### src/rtl/ksm_pkg.sv
// Shared types and constants of the scalar Kalman smoother.
package ksm_pkg;

	localparam int GAIN_FRAC = 24;
	localparam int GAIN_W    = GAIN_FRAC + 1;
	localparam logic [GAIN_W-1:0] GAIN_ONE = GAIN_W'(1) << GAIN_FRAC;

	localparam int CFG_IDX_W  = 2;
	localparam int CFG_DATA_W = 32;

	localparam logic [CFG_IDX_W-1:0] CFG_FILTER_MODE    = 2'd0;
	localparam logic [CFG_IDX_W-1:0] CFG_MEAS_NOISE     = 2'd1;
	localparam logic [CFG_IDX_W-1:0] CFG_PROC_NOISE     = 2'd2;
	localparam logic [CFG_IDX_W-1:0] CFG_START_VARIANCE = 2'd3;

	localparam logic [1:0] MODE_LOW_PASS  = 2'd0;
	localparam logic [1:0] MODE_HIGH_PASS = 2'd1;

	localparam logic OP_INIT   = 1'b0;
	localparam logic OP_SAMPLE = 1'b1;

	typedef enum logic [2:0] {
		ST_IDLE,
		ST_PRED,
		ST_DEN,
		ST_DIV,
		ST_MUL,
		ST_DONE
	} ksm_state_t;

endpackage

### src/rtl/ksm_div.sv
// Bit-serial restoring divider producing the Q1.24 gain num*2^24/den.
module ksm_div #(
	parameter int W = 32
) (
	input  logic                       clk,
	input  logic                       arst_n,
	input  logic                       start,
	input  logic [W-1:0]               num,
	input  logic [W-1:0]               den,
	output logic                       done,
	output logic [ksm_pkg::GAIN_W-1:0] quot
);
	import ksm_pkg::*;

	localparam int CNT_W = $clog2(GAIN_W + 1);

	logic [W:0]        rem_q;
	logic [W-1:0]      den_q;
	logic [GAIN_W-1:0] quot_q;
	logic              zero_q;
	logic [CNT_W-1:0]  cnt_q;
	logic              done_q;
	logic              ge;
	logic [W:0]        diff;

	always_comb begin
		ge   = rem_q >= {1'b0, den_q};
		diff = ge ? (rem_q - {1'b0, den_q}) : rem_q;
	end

	always_ff @(posedge clk or negedge arst_n) begin
		if (!arst_n) begin
			cnt_q  <= '0;
			done_q <= 1'b0;
		end else begin
			done_q <= (cnt_q == CNT_W'(1)) && !start;
			if (start) begin
				cnt_q <= CNT_W'(GAIN_W);
			end else if (cnt_q != '0) begin
				cnt_q <= cnt_q - CNT_W'(1);
			end
		end
	end

	// The remainder stays below the divisor, so doubling it fits in W+1 bits.
	always_ff @(posedge clk) begin
		if (start) begin
			rem_q  <= {1'b0, num};
			den_q  <= den;
			quot_q <= '0;
			zero_q <= (den == '0);
		end else if (cnt_q != '0) begin
			rem_q  <= {diff[W-1:0], 1'b0};
			quot_q <= {quot_q[GAIN_W-2:0], ge};
		end
	end

	assign done = done_q;
	assign quot = zero_q ? '0 : quot_q;

endmodule

### src/rtl/ksm_mul.sv
// Bit-serial shift-and-add multiplier of an unsigned word by a Q1.24 factor.
module ksm_mul #(
	parameter int AW = 25
) (
	input  logic                          clk,
	input  logic                          arst_n,
	input  logic                          start,
	input  logic [AW-1:0]                 a,
	input  logic [ksm_pkg::GAIN_W-1:0]    b,
	output logic                          done,
	output logic [AW+ksm_pkg::GAIN_W-1:0] prod
);
	import ksm_pkg::*;

	localparam int PW    = AW + GAIN_W;
	localparam int CNT_W = $clog2(GAIN_W + 1);

	logic [AW-1:0]     a_q;
	logic [GAIN_W-1:0] b_q;
	logic [PW-1:0]     acc_q;
	logic [CNT_W-1:0]  cnt_q;
	logic              done_q;
	logic [PW-1:0]     acc_next;

	// Most significant factor bit first: double the sum, then add the multiplicand.
	always_comb begin
		acc_next = {acc_q[PW-2:0], 1'b0} + (b_q[GAIN_W-1] ? PW'(a_q) : '0);
	end

	always_ff @(posedge clk or negedge arst_n) begin
		if (!arst_n) begin
			cnt_q  <= '0;
			done_q <= 1'b0;
		end else begin
			done_q <= (cnt_q == CNT_W'(1)) && !start;
			if (start) begin
				cnt_q <= CNT_W'(GAIN_W);
			end else if (cnt_q != '0) begin
				cnt_q <= cnt_q - CNT_W'(1);
			end
		end
	end

	always_ff @(posedge clk) begin
		if (start) begin
			a_q   <= a;
			b_q   <= b;
			acc_q <= '0;
		end else if (cnt_q != '0) begin
			acc_q <= acc_next;
			b_q   <= {b_q[GAIN_W-2:0], 1'b0};
		end
	end

	assign done = done_q;
	assign prod = acc_q;

endmodule

### src/rtl/scalar_kalman_smoother.sv
// Top level of the scalar Kalman smoother: control sequencer, state and output register.
//
//   Channel  Handshake              Payload
//   in       in_valid / in_stall    opcode, sample_value
//   out      out_valid / out_stall  filtered_value
//   cfg      cfg_valid / cfg_ready  cfg_index, cfg_data
//
// An init beat is taken in the idle state, which stays ready. A filtered sample passes
// the states PRED and DEN, then DIV for the bit-serial gain divider, then MUL for the
// two bit-serial multipliers that run side by side, and ends in DONE, where it waits
// for the output register. A pass-through sample goes from idle straight to DONE.
// Reset clears the state to zero and loads the default register values. A stalled
// output beat is held in the output register while the next item is already at work.
module scalar_kalman_smoother #(
	parameter int SAMPLE_BITS = 24,
	parameter int VAR_BITS    = 32
) (
	input  logic                             clk,
	input  logic                             arst_n,
	input  logic                             in_valid,
	output logic                             in_stall,
	input  logic                             opcode,
	input  logic signed [SAMPLE_BITS-1:0]    sample_value,
	output logic                             out_valid,
	input  logic                             out_stall,
	output logic signed [SAMPLE_BITS-1:0]    filtered_value,
	input  logic                             cfg_valid,
	output logic                             cfg_ready,
	input  logic [ksm_pkg::CFG_IDX_W-1:0]    cfg_index,
	input  logic [ksm_pkg::CFG_DATA_W-1:0]   cfg_data
);
	import ksm_pkg::*;

	localparam int SB = SAMPLE_BITS;
	localparam int VB = VAR_BITS;
	localparam int EW = SB + 1;

	localparam logic signed [SB+2:0] EST_MAX = {3'b000, 1'b0, {(SB-1){1'b1}}};
	localparam logic signed [SB+2:0] EST_MIN = ~EST_MAX;
	localparam logic signed [SB:0]   HP_MAX  = {2'b00, {(SB-1){1'b1}}};
	localparam logic signed [SB:0]   HP_MIN  = ~HP_MAX;
	localparam logic [EW+GAIN_W:0]   ROUND_HALF = (EW + GAIN_W + 1)'(1) << (GAIN_FRAC - 1);

	ksm_state_t state_q, state_d;

	logic [1:0]           mode_q;
	logic [VB-1:0]        meas_noise_q;
	logic [VB-1:0]        proc_noise_q;
	logic [VB-1:0]        start_var_q;
	logic [VB-1:0]        var_q;
	logic signed [SB-1:0] est_q;
	logic signed [SB-1:0] z_q;
	logic [VB-1:0]        p_q;
	logic [VB-1:0]        den_q;
	logic [EW-1:0]        mag_q;
	logic                 neg_q;
	logic                 out_valid_q;
	logic signed [SB-1:0] out_value_q;

	logic                 accept;
	logic                 load_out;
	logic                 div_start;
	logic                 mul_start;
	logic                 div_done;
	logic [GAIN_W-1:0]    gain;
	logic                 mul_est_done;
	logic                 mul_var_done;
	logic                 mul_done;
	logic [EW+GAIN_W-1:0] prod_est;
	logic [VB+GAIN_W-1:0] prod_var;

	logic [VB+CFG_DATA_W-1:0] cfg_ext;
	logic [VB-1:0]            cfg_var;
	logic [VB:0]              p_sum;
	logic [VB:0]              den_sum;
	logic signed [SB:0]       resid;
	logic [EW+GAIN_W:0]       rounded;
	logic [SB+1:0]            step_mag;
	logic signed [SB+2:0]     est_sum;
	logic signed [SB-1:0]     est_new;
	logic signed [SB:0]       hp_diff;
	logic signed [SB-1:0]     result;

	assign cfg_ready = 1'b1;
	assign accept    = in_valid && !in_stall;

	// Both multipliers start together and finish in the same cycle.
	assign mul_done = mul_est_done && mul_var_done;

	always_comb begin
		cfg_ext = {{VB{1'b0}}, cfg_data};
		cfg_var = cfg_ext[VB-1:0];
	end

	// Variance sums, which saturate when they are registered, and the signed residual.
	always_comb begin
		p_sum   = {1'b0, var_q} + {1'b0, proc_noise_q};
		den_sum = {1'b0, p_q} + {1'b0, meas_noise_q};
		resid   = {z_q[SB-1], z_q} - {est_q[SB-1], est_q};
	end

	// The step is rounded to nearest, ties away from zero, on its magnitude.
	always_comb begin
		rounded  = {1'b0, prod_est} + ROUND_HALF;
		step_mag = rounded[GAIN_FRAC +: SB+2];
		if (neg_q) begin
			est_sum = {{3{est_q[SB-1]}}, est_q} - $signed({1'b0, step_mag});
		end else begin
			est_sum = {{3{est_q[SB-1]}}, est_q} + $signed({1'b0, step_mag});
		end
		if (est_sum > EST_MAX) begin
			est_new = EST_MAX[SB-1:0];
		end else if (est_sum < EST_MIN) begin
			est_new = EST_MIN[SB-1:0];
		end else begin
			est_new = est_sum[SB-1:0];
		end
	end

	always_comb begin
		hp_diff = {z_q[SB-1], z_q} - {est_q[SB-1], est_q};
		case (mode_q)
			MODE_LOW_PASS: begin
				result = est_q;
			end
			MODE_HIGH_PASS: begin
				if (hp_diff > HP_MAX) begin
					result = HP_MAX[SB-1:0];
				end else if (hp_diff < HP_MIN) begin
					result = HP_MIN[SB-1:0];
				end else begin
					result = hp_diff[SB-1:0];
				end
			end
			default: begin
				result = z_q;
			end
		endcase
	end

	always_comb begin
		state_d = state_q;
		case (state_q)
			ST_IDLE: begin
				if (accept && opcode == OP_SAMPLE) begin
					if (mode_q == MODE_LOW_PASS || mode_q == MODE_HIGH_PASS) begin
						state_d = ST_PRED;
					end else begin
						state_d = ST_DONE;
					end
				end
			end
			ST_PRED: begin
				state_d = ST_DEN;
			end
			ST_DEN: begin
				state_d = ST_DIV;
			end
			ST_DIV: begin
				if (div_done) begin
					state_d = ST_MUL;
				end
			end
			ST_MUL: begin
				if (mul_done) begin
					state_d = ST_DONE;
				end
			end
			ST_DONE: begin
				if (load_out) begin
					state_d = ST_IDLE;
				end
			end
			default: begin
				state_d = ST_IDLE;
			end
		endcase
	end

	always_comb begin
		in_stall  = 1'b1;
		div_start = 1'b0;
		mul_start = 1'b0;
		load_out  = 1'b0;
		case (state_q)
			ST_IDLE: begin
				in_stall = 1'b0;
			end
			ST_DEN: begin
				div_start = 1'b1;
			end
			ST_DIV: begin
				mul_start = div_done;
			end
			ST_DONE: begin
				load_out = !out_valid_q || !out_stall;
			end
			default: begin
				in_stall = 1'b1;
			end
		endcase
	end

	always_ff @(posedge clk or negedge arst_n) begin
		if (!arst_n) begin
			state_q      <= ST_IDLE;
			mode_q       <= MODE_LOW_PASS;
			meas_noise_q <= VB'(1677722);
			proc_noise_q <= VB'(59794);
			start_var_q  <= VB'(288236);
			var_q        <= '0;
			est_q        <= '0;
			out_valid_q  <= 1'b0;
		end else begin
			state_q <= state_d;
			if (cfg_valid && cfg_ready) begin
				case (cfg_index)
					CFG_FILTER_MODE:    mode_q       <= cfg_data[1:0];
					CFG_MEAS_NOISE:     meas_noise_q <= cfg_var;
					CFG_PROC_NOISE:     proc_noise_q <= cfg_var;
					CFG_START_VARIANCE: start_var_q  <= cfg_var;
					default: begin
					end
				endcase
			end
			if (accept && opcode == OP_INIT) begin
				est_q <= sample_value;
				var_q <= start_var_q;
			end else if (state_q == ST_MUL && mul_done) begin
				est_q <= est_new;
				// The product never exceeds the predicted variance, so no clamp is needed.
				var_q <= prod_var[GAIN_FRAC +: VB];
			end
			if (load_out) begin
				out_valid_q <= 1'b1;
			end else if (!out_stall) begin
				out_valid_q <= 1'b0;
			end
		end
	end

	always_ff @(posedge clk) begin
		if (accept) begin
			z_q <= sample_value;
		end
		if (state_q == ST_PRED) begin
			p_q   <= p_sum[VB] ? '1 : p_sum[VB-1:0];
			neg_q <= resid[SB];
			mag_q <= resid[SB] ? EW'(-resid) : EW'(resid);
		end
		if (state_q == ST_DEN) begin
			den_q <= den_sum[VB] ? '1 : den_sum[VB-1:0];
		end
		if (load_out) begin
			out_value_q <= result;
		end
	end

	ksm_div #(
		.W (VB)
	) u_div (
		.clk    (clk),
		.arst_n (arst_n),
		.start  (div_start),
		.num    (p_q),
		.den    (state_q == ST_DEN ? (den_sum[VB] ? {VB{1'b1}} : den_sum[VB-1:0]) : den_q),
		.done   (div_done),
		.quot   (gain)
	);

	ksm_mul #(
		.AW (EW)
	) u_mul_est (
		.clk    (clk),
		.arst_n (arst_n),
		.start  (mul_start),
		.a      (mag_q),
		.b      (gain),
		.done   (mul_est_done),
		.prod   (prod_est)
	);

	ksm_mul #(
		.AW (VB)
	) u_mul_var (
		.clk    (clk),
		.arst_n (arst_n),
		.start  (mul_start),
		.a      (p_q),
		.b      (GAIN_ONE - gain),
		.done   (mul_var_done),
		.prod   (prod_var)
	);

	assign out_valid      = out_valid_q;
	assign filtered_value = out_value_q;

endmodule
### config.mk
export PLATFORM = sky130hd
export DESIGN_NAME = scalar_kalman_smoother
export DESIGN_NICKNAME = d
export VERILOG_FILES = /design/src/rtl/ksm_pkg.sv /design/src/rtl/ksm_div.sv /design/src/rtl/ksm_mul.sv /design/src/rtl/scalar_kalman_smoother.sv
export SDC_FILE = /design/constraint.sdc
export NUM_CORES = 1
export LEC_CHECK = 0
export BUFFER_PORTS_ARGS = -buffer_cell sky130_fd_sc_hd__buf_2
export CELL_PAD_IN_SITES_DETAIL_PLACEMENT = 0
export CELL_PAD_IN_SITES_GLOBAL_PLACEMENT = 2
export CORE_AREA = 3 3 378 417
export CTS_BUF_LIST = sky130_fd_sc_hd__clkbuf_2 sky130_fd_sc_hd__clkbuf_4 sky130_fd_sc_hd__clkbuf_8
export DETAILED_ROUTE_END_ITERATION = 12
export DIE_AREA = 0 0 381 420
export PLACE_DENSITY_LB_ADDON = 0.1
export RECOVER_POWER = 50
export SLEW_MARGIN = 20
export SYNTH_ARGS = -nofsm -noshare
export SYNTH_HDL_FRONTEND = slang
export SYNTH_SLANG_ARGS = --single-unit
### constraint.sdc
create_clock -name clk -period 6.4 [get_ports clk]
set_input_delay 0.96 -clock clk [delete_from_list [all_inputs] [get_ports clk]]
set_output_delay 0.96 -clock clk [all_outputs]
set_load 0.01 [all_outputs]
---- Yosys cells after proc, flatten, opt, wreduce, memory -nomap -nowiden ----
Index checks and enable logic that the tools add are counted.
storage, ports and cells
  register bits ........................... 618
  logic and storage cells ................. 140
  output and inout port bits .............. 27
  bits of input ports ..................... 64
operators by class
  add/subtract/negate cells ............... 14
  multiplexer cells ....................... 41
  reduce and logical (&&, ||, !) cells .... 30
  bitwise operators ....................... 1
  magnitude comparators ................... 5
  equality and inequality tests ........... 17
operators by type and width
  operator                  count
  $mux W32                  8
  $mux W24                  7
  $mux W25                  6
  $add A32 B32 Y33          2
  $add A56 B32 Y56          1
  $add A50 B24 Y50 const B  1
  $add A50 B50 Y50          1
  $pmux W24 S2              1
  $ge A33 B32 Y1            1
  $logic_not A32 Y1         1
  $sub A32 B32 Y32          1
  $mux W5                   6
  $add A27 B26 Y27          1
  $gt A27 B24 Y1 const B    1
  $lt A27 B24 Y1 const B    1
  $mux W27                  1
  $sub A27 B26 Y27          1
  $gt A25 B24 Y1 const B    1
  $lt A25 B24 Y1 const B    1
  $neg A25 Y25              1
  $sub A24 B24 Y25          1
  $sub A25 B25 Y25 const A  1
  $pmux W3 S6               1
  $eq A5 B1 Y1 const B      3
  20 further kinds          58

---- Longest topological paths before layout ----
Gate-level depths: netlist of the first run.
  word-level depth ........................ 8
  gate-level depth with buffers ........... 25
  depth with buffers taken out ............ 22

---- Cells and area by module ----
Synthesis of the first run repeated with hierarchy kept, for this count alone.
second synthesis, totals
  cells, all modules ...................... 3867
  area, all modules ....................... 37768.7 sq um
by module, submodules not included
  module                  instances  cells an instance  area an instance (sq um)  seq. area each (sq um)
  scalar_kalman_smoother  1          1986               19313.5                   7813.7
  ksm_mul at u_mul_var    1          656                6546.3                    3002.9
  ksm_div                 1          665                6154.7                    2622.5
  ksm_mul at u_mul_est    1          560                5754.3                    2652.5

---- Worst setup path after synthesis of the first run ----
Ideal clock, no wire load.
  kind .................................... flip-flop to flip-flop
  from .................................... reg u_mul_est.acc_q[23] (netlist: u_mul_est.prod[23])
  to ...................................... reg est_q[15]
  path buffers ............................ 3
  stages on the path, launching flop included .. 26
  clock period less this slack ............ 4.891 ns
  data arrival time ....................... 4.759 ns
  library setup time ...................... 0.133 ns
  slack ................................... 1.509 ns
  required time ........................... 6.267 ns
  path through ............................ dfxtp_1 > ha_1 > nand3_4 > nor3_1 > xnor2_1 > a31o_2 > a21oi_1 > or2_2 > nor2b_1 > and4b_1 > and3_1 > nor2_1 > xor2_1 > ha_1 > clkbuf_1 > a21o_1 > a21o_1 > a21o_1 > or3_1 > mux2i_1 > o211ai_1 > a21o_1 > buf_6 > buf_6 > a21oi_1 > o22ai_1
on the way
  cells in the longest elaborated chain, start to end .. 8
  elaborated cells on any way between the ends .. 10
  classes of those cells .................. add/sub (3); order compare (2); mux (5)
ends and longest elaborated chain
  element                                                      line                                                          RTL
  from (decl)                                                  ksm_mul.sv:20                                                 logic [PW-1:0] acc_q;
  from (signal assigned)                                       ksm_mul.sv:50                                                 acc_q <= acc_next;
  $add A50 B24 Y50 *                                           scalar_kalman_smoother.sv:104                                 rounded = {1'b0, prod_est} + ROUND_HALF;
  $add A27 B26 Y27 / $sub A27 B26 Y27 (equally long branches)  scalar_kalman_smoother.sv:109, scalar_kalman_smoother.sv:107
  $mux W27 *                                                   scalar_kalman_smoother.sv:106                                 if (neg_q) begin
  $lt A27 B24 Y1                                               scalar_kalman_smoother.sv:113                                 end else if (est_sum < EST_MIN) begin
  $mux W24                                                     scalar_kalman_smoother.sv:113
  $mux W24 *                                                   scalar_kalman_smoother.sv:111                                 if (est_sum > EST_MAX) begin
  $mux W24 *                                                   scalar_kalman_smoother.sv:229                                 end else if (state_q == ST_MUL && mul_done) begin
  $mux W24 *                                                   scalar_kalman_smoother.sv:226                                 if (accept && opcode == OP_INIT) begin
  to (signal assigned)                                         scalar_kalman_smoother.sv:227                                 est_q <= sample_value;
  to (signal assigned)                                         scalar_kalman_smoother.sv:230                                 est_q <= est_new;
  to (decl)                                                    scalar_kalman_smoother.sv:51                                  logic signed [SB-1:0] est_q;
Every way passes the cells marked *; elsewhere a longest branch is shown, timed or not. The select of a mux whose other input is x is not followed.
A chain may end at the register's enable or synchronous reset.

---- Worst setup path in the final report of the first run ----
  from .................................... reg u_mul_est.acc_q[23] (netlist: u_mul_est.prod[23])
  to ...................................... reg est_q[20]
The elaborated chain is that of the path after synthesis.

==> summary.md, run 1 <==
| Metric | Value |
|---|---|
| WL/cell | `roughly 21 µm` |
| Initial core utilization | `a little under a quarter` |
| Root Driver | `clkbuf_8` |
| Io pins | `91` |
| Status | `finished with violations` |
| Worst r2r path cells | `22` |
| PortBufs | `89` |
| Clk slew on worst S/H paths | `60 ps` |
| Worst Hold Slack | `between 200 and 300 ps` |
| Final Cycle Share | `88.01%` |
| Vias in the first global route | `a little under 30000` |
| Worst EP arrival | `approximately 6300 ps` |
| Worst setup path start | `u_mul_est.prod[23]` |
| Via count | `approximately 29000` |
| DP Worst Slack | `about 770 ps` |
| Worst clock skew | `around 56 ps` |
| Core Box Area | `0.1538 mm²` |
| Leakage dissipation | `approximately 17 nW` |
| Post-synth EDFFs | `278` |
| Placed wire-length estimate | `94810 µm` |
| Failing checks | `capacitance limit, slew limit` |
| First-pass GRT wire length | `between 150000 and 200000 µm` |
| Fin. Hold Viols | `0` |
| Initial antenna violation count | `5` |
| Initial DRT Pass Iterations | `5` |
| Resized cells post-CTS | `0` |
| Comb pwr share | `55.5%` |
| Setup Viol. Count Final | `0` |
| CP required | `between 7000 and 8000 ps` |
| Clk pwr share | `~17%` |
| Yosys reg bits | `about 620` |
| Pins Over Slew Limit | `roughly 650` |
| Critical path capture point type | `flop` |
| Seq/Total Area, Yosys | `around 44%` |
| Hold Path Class | `primary input to flop` |
| Share of cells above drive strength 1 | `approximately an eighth` |
| CTS sink cnt | `618` |
| RSZ-0062 raised after global routing | `no` |
| Worst Path Max Fanout | `18` |
| Post-synthesis cell count | `approximately 3900` |
| Num rows | `151` |
| Post-route setup slack | `about 770 ps` |
| Remaining global-route overflow | `0` |
| GRT Overall Usage | `16.12%` |
| Hold-fix buffers at CTS | `1` |
| Crit Path Category | `flop to flop` |
| Slew HR | `-203.1%` |
| Clock Tree Buf Depth | `3` |
| CTS Buf Count | `131` |
| Die Ht | `about 420 µm` |
| Pwr/cell area | `around 660 mW/mm²` |
| Total power | `about 28 mW` |
| Worst Tran Pin Value | `around 4500 ps` |
| Reg-to-reg endpoint | `est_q[20]` |
| Nets | `roughly 4300` |
| Final min period | `5633 ps` |
| Cell Area, Synth | `~0.037 mm²` |
| Post-Route WL | `roughly 130000 µm` |
| Final cell utilization of the core | `27.60%` |
| Syn_nets | `4170` |
| Layout Area Growth over Synthesis | `15.18%` |
| Area of the die | `roughly 0.16 mm²` |
| Worst Hold Path EP | `z_q[7]` |
| Yosys warnings | `0` |
| Worst Hold Launch | `sample_value[7]` |
| Hold path depth | `1` |
| Avg Inst Size Synth | `between 9 and 10 µm²` |
| Int Power | `between 10 and 15 mW` |
| Vias/cell | `~4.7` |
| Postcts setup bufs | `0` |
| VDD IR max | `approximately 0.00043 V` |
| Sw Ratio | `a little under half` |
| Critical Path Source Type | `flop` |
| P_sw | `12.94 mW` |
| Part of the power in registers | `27.4%` |
| Final TNS setup | `0 ps` |
| DRC violations left | `0` |
| Die W | `between 300 and 400 µm` |
| Max cap viols | `14` |
| Worst reg2reg startpoint | `u_mul_est.prod[23]` |
| Clock Latency Late Sink | `880 ps` |
| Synth async-reset ratio | `between 20 and 30%` |
| Routability cong. | `around 0.78` |
| H-tree depth | `4` |
| DR iter-0 viols | `between 1000 and 1500` |
| Fmax | `approximately 0.18 GHz` |
| Post-synth top flop | `edfxtp_1` |
| Yosys cell types | `111` |
| Worst R2R Setup Slack | `approximately 770 ps` |
| CTS tree | `done` |
| Antenna-violating nets left | `0` |
| Largest net degree at the start of global routing | `around 100` |
[worst max-delay path: stages (launching register included)]
cell and delay [ps]:
dfxtp_1 450, ha_1 320, nand3_4 190, nor3_1 280
xnor2_1 240, a31o_2 290, a21oi_1 80, or2_2 310
nor2b_1 190, and4b_1 250, and3_1 190, nor2_1 60
xor2_1 150, ha_1 420, a21o_1 240, a21o_1 170
a21o_1 200, or3_1 320, mux2i_1 170, o211ai_1 150
a21o_1 440, a21oi_1 260, o22ai_1 90
[power groups by stage]
stage	Combinational, mW	Sequential (mW)	Clock, mW
floorplan	11.5	6.88	0
global placement	15.8	7.72	0
detailed placement	15.5	7.71	0
CTS	15.7	7.65	5.01
global route	17.3	7.86	5.18
finish	15.5	7.64	4.78
[registers in the layout, summed over array words and instances, names as in the netlist, 5 cells and up]
register	flops
u_mul_var.prod	56
u_mul_est.prod	50
u_div.rem_q	33
den_q	32
meas_noise_q	32
p_q	32
proc_noise_q	32
start_var_q	32
u_div.den_q	32
u_mul_var.a_q	32
var_q	32
mag_q	25
u_div.quot_q	25
u_mul_est.a_q	25
u_mul_est.b_q	25
u_mul_var.b_q	25
est_q	24
filtered_value	24
z_q	24
u_div.cnt_q	5
u_mul_est.cnt_q	5
u_mul_var.cnt_q	5
[layout by cell type, fill, tap and decap left out, types with 49 or more instances in the layout]
| master | instances |
|---|---|
| nor3_1 | 76 |
| nand2_1 | 469 |
| nand3_1 | 63 |
| dfrtp_1 | 146 |
| clkbuf_1 | 58 |
| nor2_1 | 260 |
| clkbuf_4 | 49 |
| edfxtp_1 | 278 |
| xnor2_1 | 188 |
| xor2_1 | 96 |
| and2_1 | 70 |
| mux2_2 | 111 |
| inv_1 | 137 |
| a21o_1 | 98 |
| a31oi_1 | 52 |
| o21ai_0 | 228 |
| dfxtp_1 | 164 |
| ha_1 | 215 |
| a21oi_1 | 371 |
| clkbuf_8 | 153 |
[per-stage QoR]
| stage | area (µm²) | instances |
|---|---|---|
| 2_1_floorplan | 36850 | 3884 |
| 3_3_place_gp | 39630 | 5915 |
| 3_5_place_dp | 39660 | 5916 |
| 4_1_cts | 42590 | 6160 |
| 5_1_grt | 42430 | 6161 |
| 6_report | 42440 | 6163 |
[worst max path at each step]
stage,to,slack (ps),cells after the start
CTS,est_q[22],730,22
finish,est_q[20],770,22
detailed placement,est_q[8],770,22
floorplan,est_q[15],1510,25
global route,est_q[7],320,22
global placement,est_q[4],770,22
[cell usage after synthesis (all sizes together) (16+ instances only)]
master | number | area share, %
and2 | 72 | 1.2
o21a | 44 | 0.90
o22ai | 27 | 0.46
a211oi | 30 | 0.61
nand3 | 65 | 0.92
nand4 | 37 | 0.73
o31ai | 29 | 0.62
dfxtp | 164 | 8.9
nor2 | 263 | 2.7
mux2 | 112 | 3.4
ha | 215 | 7.3
o21ai | 238 | 3.3
dfrtp | 147 | 10
dfstp | 29 | 2.1
and3 | 29 | 0.49
a21o | 98 | 2.0
nor3 | 82 | 1.2
xnor2 | 189 | 4.5
nand2 | 473 | 4.8
xor2 | 96 | 2.3
a21oi | 373 | 5.1
o211ai | 35 | 0.71
nor2b | 36 | 0.61
o21bai | 22 | 0.45
buf | 49 | 0.80
or3 | 18 | 0.32
clkbuf | 129 | 1.3
a211o | 16 | 0.38
nand2b | 47 | 0.80
inv | 139 | 1.4
a22oi | 37 | 0.75
a31oi | 55 | 1.0
edfxtp | 278 | 23
nor4 | 24 | 0.51
[layer usage]
layer	up-vias	GRT usage, %	wire length, µm
met5	-	0	0
met1	13830	23.52	66690
met2	454	24.52	55940
li1	14300	-	-
met4	0	4.379	2572
met3	143	2.524	4611
[kinds of logic (layout without fill, tap and decap cells)]
kind of cell               count (synthesis)  in the layout  share of synthesized area [%]
AOI/OAI and AO/OA                       1101           1101                          18.74
xor gates and xnor gates                 285            285                          6.795
adders and majority gates                225            225                          7.763
buffers and inverters                    319            530                          3.549
DFF                                      618            618                          43.62
muxes                                    122            122                          3.695
other                                      1              4                        0.01018
and+or+nand+nor                         1213           1213                          15.82
[layout make-up]
class	count	area (µm²)
clock inverter	41	446.7
fill	16640	111400
timing repair buffer	146	798.3
inverter	141	531.8
multi-input combinational	2947	19530
sequential	618	16070
tap	2065	2584
antenna	3	7.507
clock buffer	202	2474
Note: power is estimated with default switching activity, not from simulation.
==> inputs of run 2 (changes only) <==
--- a/config.mk
+++ b/config.mk
@@ -8,10 +8,9 @@
 export BUFFER_PORTS_ARGS = -buffer_cell sky130_fd_sc_hd__buf_2
 export CELL_PAD_IN_SITES_DETAIL_PLACEMENT = 0
 export CELL_PAD_IN_SITES_GLOBAL_PLACEMENT = 2
-export CORE_AREA = 3 3 378 417
-export CTS_BUF_LIST = sky130_fd_sc_hd__clkbuf_2 sky130_fd_sc_hd__clkbuf_4 sky130_fd_sc_hd__clkbuf_8
+export CORE_AREA = 3 3 396 398
 export DETAILED_ROUTE_END_ITERATION = 12
-export DIE_AREA = 0 0 381 420
+export DIE_AREA = 0 0 399 401
 export PLACE_DENSITY_LB_ADDON = 0.1
 export RECOVER_POWER = 50
 export SLEW_MARGIN = 20
==> summary.md, run 2 (same netlist as run 1, synthesis figures left out) <==
| Metric | Value |
|---|---|
| Status | `finished with violations (unchanged)` |
| Failing checks | `capacitance limit, slew limit (unchanged)` |
| DR iter-0 viols | `1643 (was 1464)` |
| Part of the power in registers | `27.6% (was 27.4%)` |
| Total power | `27.48 mW (was 27.90 mW)` |
| WL/cell | `20.63 µm (was 21.06 µm)` |
| Initial DRT Pass Iterations | `5 (unchanged)` |
| Root Driver | `clkbuf_16 (was clkbuf_8)` |
| Final min period | `5631 ps (was 5633 ps)` |
| Placed inst area | `0.03956 mm² (was 0.03966 mm²)` |
| PortBufs | `89 (unchanged)` |
| Num rows | `144 (was 151)` |
| Most frequent cells in the layout | `nand2_1, a21oi_1, edfxtp_1, nor2_1, o21ai_0 (unchanged)` |
| Initial antenna violation count | `8 (was 5)` |
| Sw Ratio | `45.29% (was 46.39%)` |
| GR Util met3 | `2.099% (was 2.524%)` |
| Hold Path Class | `flop to flop (was primary input to flop)` |
| Remaining global-route overflow | `0 (unchanged)` |
| Grt met2 use | `23.66% (was 24.52%)` |
| Io pins | `91 (unchanged)` |
| Commonest non-fill, non-tap cell in the layout | `nand2_1 (unchanged)` |
| Fin area | `0.04230 mm² (was 0.04244 mm²)` |
| Fmax | `0.1776 GHz (was 0.1775 GHz)` |
| CP required | `6950 ps (was 7100 ps)` |
| Max stage delay cell, worst path | `dfxtp_1 (unchanged)` |
| DP Worst Slack | `780.0 ps (was 765.7 ps)` |
| Placed wire-length estimate | `91630 µm (was 94810 µm)` |
| Routability cong. | `0.7506 (was 0.7811)` |
| Grt met1 use | `23.18% (was 23.52%)` |
| Critical path capture point type | `flop (unchanged)` |
| Fin. Hold Viols | `0 (unchanged)` |
| Clk pwr share | `17.7% (was 17.1%)` |
| DRC violations left | `0 (unchanged)` |
| Core Box Area | `0.1537 mm² (was 0.1538 mm²)` |
| Crit Path Category | `flop to flop (unchanged)` |
| Critical Path Source Type | `flop (unchanged)` |
| VDD IR max | `0.0004285 V (was 0.0004315 V)` |
| Int Power | `15.03 mW (was 14.95 mW)` |
| Layout Area Growth over Synthesis | `14.81% (was 15.18%)` |
| Antenna-violating nets left | `0 (unchanged)` |
| Die W | `399 µm (was 381 µm)` |
| FILL cells | `16420 (was 16640)` |
| Final TNS setup | `0 ps (unchanged)` |
| P_sw | `12.44 mW (was 12.94 mW)` |
| Worst Tran Pin Value | `4772 ps (was 4546 ps)` |
| Resized cells post-CTS | `0 (unchanged)` |
| Nets | `4214 (was 4271)` |
| Share of cells above drive strength 1 | `10.48% (was 12.97%)` |
| Pwr/cell area | `649.5 mW/mm² (was 657.3 mW/mm²)` |
| Worst EP arrival | `6180 ps (was 6330 ps)` |
| Top cell by count, worst path | `a21o_1 (unchanged)` |
| Via count | `28240 (was 28730)` |
| Max incr delay on CP | `460 ps (was 450 ps)` |
| GRT Overall Usage | `15.48% (was 16.12%)` |
| Final Cycle Share | `87.98% (was 88.01%)` |
| Vias in the first global route | `28790 (was 29620)` |
| Clock Latency Late Sink | `710 ps (was 880 ps)` |
| Comb pwr share | `54.7% (was 55.5%)` |
| Setup Viol. Count Final | `0 (unchanged)` |
| CTS tree | `done (unchanged)` |
| CP cell instances | `ha_1, nand3_4, nor3_1, xnor2_1, a31o_2, a21oi_1, or2_2, nor2b_1, and4b_1, and3_1, nor2_1, xor2_1, ha_1, a21o_1, a21o_1, a21o_1, or3_1, mux2i_1, o211ai_1, a21o_1, a31oi_1, o22ai_1 (was ha_1, nand3_4, nor3_1, xnor2_1, a31o_2, a21oi_1, or2_2, nor2b_1, and4b_1, and3_1, nor2_1, xor2_1, ha_1, a21o_1, a21o_1, a21o_1, or3_1, mux2i_1, o211ai_1, a21o_1, a21oi_1, o22ai_1)` |
| CTS Buf Count | `83 (was 131)` |
| Grt peak-use layer | `met2 (unchanged)` |
| Pins Over Slew Limit | `481 (was 654)` |
| Layout Cells excl Fill | `6043 (was 6163)` |
| Worst clock skew | `50.55 ps (was 55.73 ps)` |
| Area of the die | `0.1600 mm² (about the same)` |
| Die Ht | `401 µm (was 420 µm)` |
| Slew HR | `-218.1% (was -203.1%)` |
| Post-Route WL | `124600 µm (was 129800 µm)` |
| RSZ-0062 raised after global routing | `no (unchanged)` |
| Clk slew on worst S/H paths | `60 ps (about the same)` |
| Leakage dissipation | `16.63 nW (was 16.85 nW)` |
| Post-route setup slack | `769.0 ps (was 767.3 ps)` |
| Clock Tree Buf Depth | `3 (unchanged)` |
| H-tree depth | `3 (was 4)` |
| Largest net degree at the start of global routing | `93 (was 104)` |
| Initial core utilization | `23.97% (was 23.96%)` |
| CTS sink cnt | `618 (unchanged)` |
| Placed cell count | `5887 (was 5916)` |
| First-pass GRT wire length | `189400 µm (was 194700 µm)` |
| Max cap viols | `11 (was 14)` |
| Max FFs per register | `56 (unchanged)` |
| Postcts setup bufs | `0 (unchanged)` |
| Worst Path Max Fanout | `18 (unchanged)` |
| Vias/cell | `4.672 (was 4.661)` |
| Hold-fix buffers at CTS | `0 (was 1)` |
[run 2: cell count changes in the layout (fill, tap and decap cells not counted), sizes merged]
| cell | change |
|---|---|
| clkbuf | -91 |
| buf | -6 |
| inv | -6 |
| clkinvlp | +5 |
| diode | -2 |
| bufinv | +1 |
| clkinv | +1 |
| dlygate4sd3 | -1 |
[run 2: path summary, 6_finish.rpt]
kind	to	from	slack, ps	cells past startpoint
worst max-delay path	est_q[4]	u_mul_est.prod[23]	770	22
worst min-delay path	u_mul_est.a_q[24]	mag_q[24]	410	0
worst max register to register	est_q[4]	u_mul_est.prod[23]	770	22
worst min register to register	u_mul_est.a_q[24]	mag_q[24]	410	0
max in group asynchronous	meas_noise_q[29]	arst_n	1440	1
min in group asynchronous	start_var_q[20]	arst_n	2180	1
[run 2: area by class of cell]
class | count | area, µm² | share of cell area, %
Sequential cell | 618 | 16070 | 38.00
Inverter | 141 | 533.0 | 1.260
Multi-Input combinational cell | 2947 | 19520 | 46.14
Tap cell | 2044 | 2557 | 6.046
Clock buffer | 113 | 2291 | 5.416
Timing Repair Buffer | 137 | 747.0 | 1.766
Antenna cell | 1 | 2.502 | 0.005916
Clock inverter | 42 | 579.3 | 1.369
[run 2: critical path, delay by kind of cell, from the launching register on]
family | cells | cell delay (ps)
AOI/OAI and AO/OA | 9 | 1900
xor gates and xnor gates | 2 | 360
adders and majority gates | 2 | 720
DFF | 1 | 460
muxes | 1 | 170
and+or+nand+nor | 8 | 1890
[run 2: layer usage]
metal	vias to the layer above	part of all wire [%]
met4	0	1.4
met5	-	0
met3	97	2.9
met1	13680	52
li1	14150	-
met2	315	44
[run 2: power groups by stage]
stage | registers (mW) | logic (mW) | clock network (mW)
3_5_place_dp | 7.69 | 15.2 | 0
5_1_grt | 7.81 | 17.0 | 5.22
6_report | 7.59 | 15.0 | 4.86
4_1_cts | 7.63 | 15.3 | 5.07
2_1_floorplan | 6.88 | 11.5 | 0
3_3_place_gp | 7.70 | 15.4 | 0
[run 2: through the flow]
step                      utilization [%]  hold WS [ps]
after CTS                           27.61         323.1
after global routing                27.52         420.4
after detailed placement            25.74         406.3
final                               27.52         413.5
after floorplan                         -         400.3
after global placement              25.74         403.7
